$ cat config.mk
export PLATFORM = sky130hd
export DESIGN_NAME = serial_console_rx_fifo_device_core
export DESIGN_NICKNAME = d
export VERILOG_FILES = /design/src/design/scrx_pkg.sv /design/src/design/scrx_ram.sv /design/src/design/serial_console_rx_fifo_device_core.sv
export SDC_FILE = /design/constraint.sdc
export NUM_CORES = 1
export LEC_CHECK = 0
export BUFFER_PORTS_ARGS = -buffer_cell sky130_fd_sc_hd__buf_2
export CAP_MARGIN = 20
export CORE_MARGIN = 4
export CORE_UTILIZATION = 60
export DETAILED_ROUTE_END_ITERATION = 10
export PLACE_DENSITY_LB_ADDON = 0.25
export SYNTH_ARGS = -nofsm -noshare
export SYNTH_HDL_FRONTEND = slang
export SYNTH_HIERARCHICAL = 1
export SYNTH_SLANG_ARGS = --single-unit
$ cat constraint.sdc
create_clock -name clk -period 3.5 [get_ports clk]
set_input_delay 0.175 -clock clk [delete_from_list [all_inputs] [get_ports clk]]
set_output_delay 0.175 -clock clk [all_outputs]
set_load 0.03 [all_outputs]
$ cat src/design/scrx_pkg.sv
// Package for the serial console receive FIFO device.
// Holds the action codes, bus register indexes and fixed result widths.
// No dependencies.
package scrx_pkg;

	typedef enum logic [1:0] {
		ACT_RX    = 2'd0,
		ACT_READ  = 2'd1,
		ACT_WRITE = 2'd2,
		ACT_CLEAR = 2'd3
	} action_t;

	localparam logic [1:0] REG_OUT_STATUS = 2'd0;
	localparam logic [1:0] REG_OUT_DATA   = 2'd1;
	localparam logic [1:0] REG_IN_STATUS  = 2'd2;
	localparam logic [1:0] REG_IN_DATA    = 2'd3;

	localparam logic [7:0] OUT_STATUS_VAL = 8'h00;
	localparam logic [7:0] OUT_DATA_VAL   = 8'hFF;
	localparam logic [7:0] IN_READY_VAL   = 8'h01;

	localparam int LEVEL_W            = 5;
	localparam int FIFO_DEPTH_DEFAULT = 16;

endpackage

$ cat src/design/scrx_ram.sv
// Generic single-port-write, single-port-read RAM with a registered read.
// Used for the receive byte storage. No dependencies.
module scrx_ram #(
	parameter int WIDTH = 8,
	parameter int DEPTH = 16
) (
	input  logic                     clk,
	input  logic                     we,
	input  logic [$clog2(DEPTH)-1:0] waddr,
	input  logic [WIDTH-1:0]         wdata,
	input  logic                     re,
	input  logic [$clog2(DEPTH)-1:0] raddr,
	output logic [WIDTH-1:0]         rdata
);

	logic [WIDTH-1:0] mem_q [DEPTH];

	always_ff @(posedge clk) begin
		if (we) begin
			mem_q[waddr] <= wdata;
		end
		if (re) begin
			rdata <= mem_q[raddr];
		end
	end

endmodule

$ cat src/design/serial_console_rx_fifo_device_core.sv
// Serial console with a receive FIFO: one result per accepted transfer.
// A result is presented the cycle after its transfer; a pop of a held byte
// is presented only after the synchronous read of the byte storage.
// One transfer per cycle, unless a result is held by out_stall or a pop read is pending.
// Reset clears the pointers, the fill count and the handshake flags at once;
// the byte storage is not cleared, since only written entries are ever read.
module serial_console_rx_fifo_device_core
	import scrx_pkg::*;
#(
	parameter int FIFO_DEPTH = FIFO_DEPTH_DEFAULT
) (
	input  logic         clk,
	input  logic         arst_n,
	input  logic         in_valid,
	output logic         in_stall,
	input  logic [1:0]   action,
	input  logic [1:0]   reg_index,
	input  logic [7:0]   data_in,
	output logic         out_valid,
	input  logic         out_stall,
	output logic [7:0]   read_data,
	output logic         tx_valid,
	output logic [7:0]   tx_byte,
	output logic         irq,
	output logic [LEVEL_W-1:0] fifo_level,
	output logic         overflow
);

	localparam int PTR_W = (FIFO_DEPTH > 1) ? $clog2(FIFO_DEPTH) : 1;
	localparam int CNT_W = $clog2(FIFO_DEPTH + 1);
	localparam logic [PTR_W-1:0] PTR_LAST = PTR_W'(FIFO_DEPTH - 1);
	localparam logic [CNT_W-1:0] CNT_FULL = CNT_W'(FIFO_DEPTH);

	logic [PTR_W-1:0] rd_ptr_q, wr_ptr_q;
	logic [CNT_W-1:0] cnt_q, cnt_d;
	logic             pend_q;
	logic             out_valid_q;
	logic [7:0]       read_data_q, tx_byte_q;
	logic             tx_valid_q, irq_q, overflow_q;
	logic [LEVEL_W-1:0] level_q;

	action_t    act;
	logic       accept, full, empty, push, pop, clr, drop;
	logic [7:0] rd_imm;
	logic [7:0] ram_rdata;
	logic [CNT_W+LEVEL_W-1:0] level_ext;

	assign act      = action_t'(action);
	assign in_stall = pend_q | (out_valid_q & out_stall);
	assign accept   = in_valid & ~in_stall;
	assign full     = (cnt_q == CNT_FULL);
	assign empty    = (cnt_q == '0);

	always_comb begin
		push   = 1'b0;
		pop    = 1'b0;
		clr    = 1'b0;
		drop   = 1'b0;
		rd_imm = 8'h00;
		if (accept) begin
			unique case (act)
				ACT_RX: begin
					push = ~full;
					drop = full;
				end
				ACT_READ: begin
					unique case (reg_index)
						REG_OUT_STATUS: rd_imm = OUT_STATUS_VAL;
						REG_OUT_DATA:   rd_imm = OUT_DATA_VAL;
						REG_IN_STATUS:  rd_imm = empty ? 8'h00 : IN_READY_VAL;
						REG_IN_DATA:    pop = ~empty;
					endcase
				end
				ACT_WRITE: ;
				ACT_CLEAR: clr = 1'b1;
			endcase
		end
	end

	always_comb begin
		priority if (clr) begin
			cnt_d = '0;
		end else if (push) begin
			cnt_d = cnt_q + CNT_W'(1);
		end else if (pop) begin
			cnt_d = cnt_q - CNT_W'(1);
		end else begin
			cnt_d = cnt_q;
		end
	end

	assign level_ext = {{LEVEL_W{1'b0}}, cnt_d};

	// A write lands at the edge before any later read samples the array, so a
	// pop right after a push of the same entry sees the new byte.
	scrx_ram #(
		.WIDTH(8),
		.DEPTH(FIFO_DEPTH)
	) u_store (
		.clk  (clk),
		.we   (push),
		.waddr(wr_ptr_q),
		.wdata(data_in),
		.re   (pop),
		.raddr(rd_ptr_q),
		.rdata(ram_rdata)
	);

	always_ff @(posedge clk or negedge arst_n) begin
		if (!arst_n) begin
			rd_ptr_q    <= '0;
			wr_ptr_q    <= '0;
			cnt_q       <= '0;
			pend_q      <= 1'b0;
			out_valid_q <= 1'b0;
		end else begin
			cnt_q  <= cnt_d;
			pend_q <= pop;
			if (clr) begin
				rd_ptr_q <= '0;
				wr_ptr_q <= '0;
			end else begin
				if (push) begin
					wr_ptr_q <= (wr_ptr_q == PTR_LAST) ? '0 : wr_ptr_q + PTR_W'(1);
				end
				if (pop) begin
					rd_ptr_q <= (rd_ptr_q == PTR_LAST) ? '0 : rd_ptr_q + PTR_W'(1);
				end
			end
			if (accept) begin
				out_valid_q <= ~pop;
			end else if (pend_q) begin
				out_valid_q <= 1'b1;
			end else if (!out_stall) begin
				out_valid_q <= 1'b0;
			end
		end
	end

	// The result fields are loaded at the transfer; a popped byte is loaded
	// afterwards from the storage read port, while pend_q is set.
	always_ff @(posedge clk) begin
		if (accept) begin
			read_data_q <= rd_imm;
			tx_valid_q  <= (act == ACT_WRITE) && (reg_index == REG_OUT_DATA);
			tx_byte_q   <= ((act == ACT_WRITE) && (reg_index == REG_OUT_DATA)) ?
				data_in : 8'h00;
			irq_q       <= (cnt_d != '0);
			level_q     <= level_ext[LEVEL_W-1:0];
			overflow_q  <= drop;
		end else if (pend_q) begin
			read_data_q <= ram_rdata;
		end
	end

	assign out_valid  = out_valid_q;
	assign read_data  = read_data_q;
	assign tx_valid   = tx_valid_q;
	assign tx_byte    = tx_byte_q;
	assign irq        = irq_q;
	assign fifo_level = level_q;
	assign overflow   = overflow_q;

`ifndef SYNTHESIS
	a_cnt_bound: assert property (@(posedge clk) disable iff (!arst_n)
		cnt_q <= CNT_FULL)
		else $error("fill count exceeds FIFO depth");

	a_pend_stalls: assert property (@(posedge clk) disable iff (!arst_n)
		pend_q |-> in_stall && !out_valid_q)
		else $error("transfer possible while a pop read is pending");

	a_pend_delivers: assert property (@(posedge clk) disable iff (!arst_n)
		pend_q |=> out_valid_q)
		else $error("pending pop did not present its result");

	a_pop_pends: assert property (@(posedge clk) disable iff (!arst_n)
		pop |=> pend_q && $past(cnt_q) != '0)
		else $error("pop did not start a storage read");
`endif

endmodule
Word-level counts from Yosys, hierarchy flattened
Memories as Yosys holds them, arrays and structs flattened. A register that Yosys moved wholly into a read port is not among the register bits. Cells that the tools add are included.

$add $sub $neg: 4. Mux-type cells: 26. Reduce and logical (&&, ||, !) cells: 7. Bitwise operators: 7. Equal/unequal tests: 10.

Operators with widths (count): two-way mux 4 bit (6); two-way mux 8 bit (3); one-hot mux 8 bit (2 select lines) (1); two-way mux 5 bit (3); two-way mux 1 bit (13); adder 4 x 1 -> 4 bit (second input constant) (2); equality test 2 bit (second input constant) (4); equality test 4 bit (second input constant) (2); nonzero test 2 bit (3); adder 5 x 1 -> 5 bit (second input constant) (1); equality test 5 bit (second input constant) (1); zero test 5 bit (1); nonzero test 5 bit (1); subtractor 5 x 1 -> 5 bit (second input constant) (1); equality test 2 x 1 -> 1 bit (second input constant) (2); NOT 1 bit (4); != test 3 x 1 -> 1 bit (second input constant) (1); AND 1 bit (2); zero test 2 bit (1); logical AND 1 bit (1); bitwise OR 1 bit (1).

Input bits: 16. Register bits: 39. Logic and storage cells: 66. Memories kept: 1. Bits in writable memories: 128.

Memory list: u_store.mem_q (depth 16, bits a word 8, rd ports 1, clocked after memory_dff 1, write ports 1, RTL line scrx_ram.sv:16) `logic [WIDTH-1:0] mem_q [DEPTH];`.

Logic depth before layout (Yosys ltp)
Word-level depth: 9. Mapped depth: 9.

Cells and area by module
Netlist, hierarchy kept.

By module, submodules not included: scrx_ram (cells an instance 229, instances 1, area an instance 5227.5 sq um); serial_console_rx_fifo_device_core (cells an instance 153, instances 1, area an instance 1879.3 sq um).

Worst setup path before layout
No wires, ideal clock.

Kind: register to register. Start: reg out_valid_q, in the netlist out_valid. End: mem u_store.mem_q[0][0], enable pin. Library setup time: 0.383 ns. Period minus slack after synthesis: 2.943 ns. Arrival: 2.560 ns. Path buffers: 1. Stages on the path, launching flop included: 8. Slack: 0.557 ns. Cells stage by stage: dfrtp_1 -> a21oi_2 -> inv_2 -> or3_1 -> buf_6 -> clkinv_8 -> or3b_2 -> nor3_1.

Word-level cells in the longest chain between the ends: 7.

RTL lines: start: declaration (RTL line serial_console_rx_fifo_device_core.sv:37) `logic out_valid_q;`; start signal: assignment (RTL line serial_console_rx_fifo_device_core.sv:131) `out_valid_q <= ~pop;`; AND 1 bit (RTL line serial_console_rx_fifo_device_core.sv:49) `assign in_stall = pend_q | (out_valid_q & out_stall);`; bitwise OR 1 bit (RTL line serial_console_rx_fifo_device_core.sv:49); via in_stall (RTL line serial_console_rx_fifo_device_core.sv:15) `output logic in_stall,`; NOT 1 bit (RTL line serial_console_rx_fifo_device_core.sv:50) `assign accept = in_valid & ~in_stall;`; AND 1 bit (RTL line serial_console_rx_fifo_device_core.sv:50); two-way mux 1 bit (RTL line serial_console_rx_fifo_device_core.sv:60) `if (accept) begin`; via push (RTL line serial_console_rx_fifo_device_core.sv:43) `logic accept, full, empty, push, pop, clr, drop;`; two-way mux 1 bit (RTL line scrx_ram.sv:19) `if (we) begin`; two-way mux 1 bit (implied by the code) (RTL line scrx_ram.sv:20) `mem_q[waddr] <= wdata;`; end: declaration (RTL line scrx_ram.sv:16).

The timed path passes the listed nets, and every way through them passes these cells.

Worst setup path after layout
Start: reg cnt_q[0]. End: mem u_store.mem_q[1][5], enable pin.

Word-level cells in the longest chain between the ends: 6.

RTL lines: start: declaration (RTL line serial_console_rx_fifo_device_core.sv:35) `logic [CNT_W-1:0] cnt_q, cnt_d;`; start signal: assignment (RTL line serial_console_rx_fifo_device_core.sv:117) `cnt_q <= cnt_d;`; equality test 5 bit (RTL line serial_console_rx_fifo_device_core.sv:51) `assign full = (cnt_q == CNT_FULL);`; NOT 1 bit (RTL line serial_console_rx_fifo_device_core.sv:63) `push = ~full;`; two-way mux 1 bit (RTL line serial_console_rx_fifo_device_core.sv:61) `unique case (act)`; two-way mux 1 bit (RTL line serial_console_rx_fifo_device_core.sv:60); via push (RTL line serial_console_rx_fifo_device_core.sv:43); two-way mux 1 bit (RTL line scrx_ram.sv:19); two-way mux 1 bit (implied by the code) (RTL line scrx_ram.sv:20).

The timed path passes the listed nets, and every way through them passes these cells.

==> impl_metrics.ini <==
[cts]
htreeDepth = 4
max-clock-path-buffers = 2
clk_latency_ns = 0.42
cts_sinks = 175
numCtsBuffers = 17
clk_transition_reported_paths_ns = 0.07
cts-root-buf = clkbuf_16
cts_tree = yes

[sta]
relSlewSlack = 0.431
tightest_slew_ns = 0.853
layout_setup_ws_ns = 0.431
period_share = 0.877
holdWs_ns = 0.0810
finalSetupTns_ns = 0
hold_viol = 0
rsz0062_at_grt = no
slew_violations = 0
setup_violations = 0
finalCriticalPeriod_ns = 3.07
finClkSkew_ns = 0.00799
max_freq_mhz = 326

[drt]
drtPass1Iterations = 5
wl_per_cell_um = 22.9
wl_um = 13700
drtAntennaViolNets = 0
vias = 3772
via_per_inst = 6.29
drc = 0
drt_iter0_markers = 428

[yosys]
synthDistinctLibCells = 52
syn_area_mm2 = 0.00711
yosys.area.top_type = edfxtp_1
ys_ff_latch = 175
asyncSetResetFlopFracSynth = 0.0857
seq_area_frac_synth = 0.729
synth_edf_count = 160
synth_top_area_frac = 0.676
postSynthNetCount = 405
ys.flop_type = edfxtp_1
synth-warning-count = 6
synthCells = 382
synthTopCellsByArea = edfxtp_1, mux4_2, dfrtp_1
synth_top_cells_by_count = edfxtp_1, nand2_1, mux4_2
avgSynthCellArea_um2 = 18.6
yosysMostFrequentCell = edfxtp_1

[global_route]
grt_max_degree = 37
antenna_found_initial = 0
gr-usage-met1 = 0.311
grt_pass1_wl_um = 21500
grt_remaining_overflow = 0
grtUsageMet2 = 0.343
use_met3 = 0.0545
top_usage_layer = met2
groute.usage.overall = 0.221
grt_pass1_vias = 3712

[cells_and_area]
drive_gt1_frac = 0.247
antenna_cells = 0
layout.cells.non_filler = 600
design_area_mm2 = 0.00811
utilization = 0.704
syn2layout_area_growth_pct = 14.1
fin_nets = 467

[floorplan]
rows = 39
fp.dieH_um = 117
initial_core_util = 0.617
die_w_um = 117
core_area_mm2 = 0.0115
die_area_mm2 = 0.0137
io_pins = 42

[place]
post-dp-hpwl_um = 8590
placed_area_mm2 = 0.00750
io_buffers = 41
gp_congestion = 0.793
pre_cts_ws_ns = 0.375
placed_cells_incl_taps = 565

[outcome]
status = finished, final reports clean

[critical_path]
critical-path-top-delay-family = simple AND/OR/NAND/NOR gates
slowest_stage = or3_1
worstSetupPathType = register to register
crit_fanout = 11
critPathBufInv = 2
cp.required_ns = 3.55
cp-start-kind = register
cp_cell_sequence = inv_1 -> ha_1 -> and4bb_1 -> or3_1 -> clkinv_8 -> or3b_2 -> nor2_1
critPathMaxStageDelay_ns = 0.55
cp-end-kind = register
worstPathArrival_ns = 3.12

[pwr]
p_total_mw = 5.02
powerDensity_mw_per_mm2 = 619
p_leak_nw = 2.89
ir_drop_uv = 408

[run]
max_cap_viol_count = 0

[hold_path]
hold_class = input port to register
-- per-layer routing --
| metal | share of wire | wire, um |
|---|---|---|
| met5 | 0 | 0 |
| met3 | 0.054 | 742 |
| met1 | 0.43 | 5860 |
| met2 | 0.50 | 6820 |
| met4 | 0.023 | 321 |
-- kinds of logic (layout without fill, tap and decap cells) --
logic type / Yosys count / after routing / synth area share
adder cells (fa/ha/maj): 7 / 7 / 0.0123
XOR/XNOR: 2 / 2 / 0.00247
AO/OA/AOI/OAI: 45 / 45 / 0.0463
buffers and inverters: 28 / 103 / 0.0259
AND/OR/NAND/NOR: 90 / 90 / 0.0710
flip-flops: 175 / 175 / 0.729
multiplexers: 35 / 35 / 0.113
-- final cells by class --
type | instances | area, um2
Sequential cell | 175 | 5180
Fill cell | 721 | 3410
Multi-Input combinational cell | 179 | 1740
Clock buffer | 19 | 433
Timing Repair Buffer | 60 | 369
Tap cell | 143 | 179
Clock inverter | 13 | 146
Inverter | 11 | 53.8
-- flip-flops by register name, summed over array words and instances, names as in the netlist, 4 cells and up --
signal and count:
tx_byte 8, wr_ptr_q 4, cnt_q 5, rd_ptr_q 4, u_store/rdata 8, u_store/mem_q 128
fifo_level 5, read_data 8
-- tightest hold or removal path: cells and delay by family --
| family | cells | cell delay, ns |
|---|---|---|
| buffers and inverters | 1 | 0.14 |
| AO/OA/AOI/OAI | 1 | 0.09 |
| AND/OR/NAND/NOR | 1 | 0.06 |
-- final timing paths --
kind / from / to / slack, ns / cells past startpoint
min in group asynchronous: arst_n / cnt_q[4]$_DFF_PN0_ / 0.19 / 2
max in group asynchronous: arst_n / rd_ptr_q[0]$_DFFE_PN0P_ / 3.02 / 2
worst min-delay path: in_valid / out_valid$_DFFE_PN0P_ / 0.08 / 3
worst min register to register: u_store/rdata[6]$_DFFE_PP_ / read_data[6]$_DFFE_PP_ / 0.52 / 1
worst max-delay path: cnt_q[0]$_DFF_PN0_ / u_store/mem_q[1][5]$_DFFE_PP_ / 0.43 / 7
worst max register to register: cnt_q[0]$_DFF_PN0_ / u_store/mem_q[1][5]$_DFFE_PP_ / 0.43 / 7
-- power breakdown --
group | leakage [nW] | internal, mW | switching [mW] | total, mW
registers | 1.65 | 2.39 | 0.127 | 2.52
clock network | 0.283 | 1.11 | 0.739 | 1.85
logic | 0.956 | 0.286 | 0.364 | 0.650
total | 2.89 | 3.79 | 1.23 | 5.02
-- cells in the final DEF, fill, tap and decap left out, types with 4 or more instances in the layout --
cell type / Yosys / routed
edfxtp_1: 160 / 160
buf_2: 5 / 41
nand2_1: 24 / 24
mux4_2: 18 / 18
nor2_1: 17 / 17
clkbuf_16: 0 / 17
a22oi_1: 16 / 16
buf_4: 1 / 15
mux4_1: 14 / 14
dfrtp_1: 15 / 13
and2_1: 11 / 11
inv_1: 9 / 9
nor3_1: 7 / 7
o21ai_0: 7 / 7
a21o_1: 7 / 7
ha_1: 7 / 7
nand3_1: 4 / 4
o211ai_1: 4 / 4
clkinv_2: 0 / 4
-- repair_timing --
action                                 4_1_cts  5_1_grt
endpoints found under the hold margin       16        0
setup endpoints to repair                    0        0
gates resized for setup                      0        0
hold buffers                                 2        0
buffers inserted                             0        0
(Power assumes the default switching activity.)
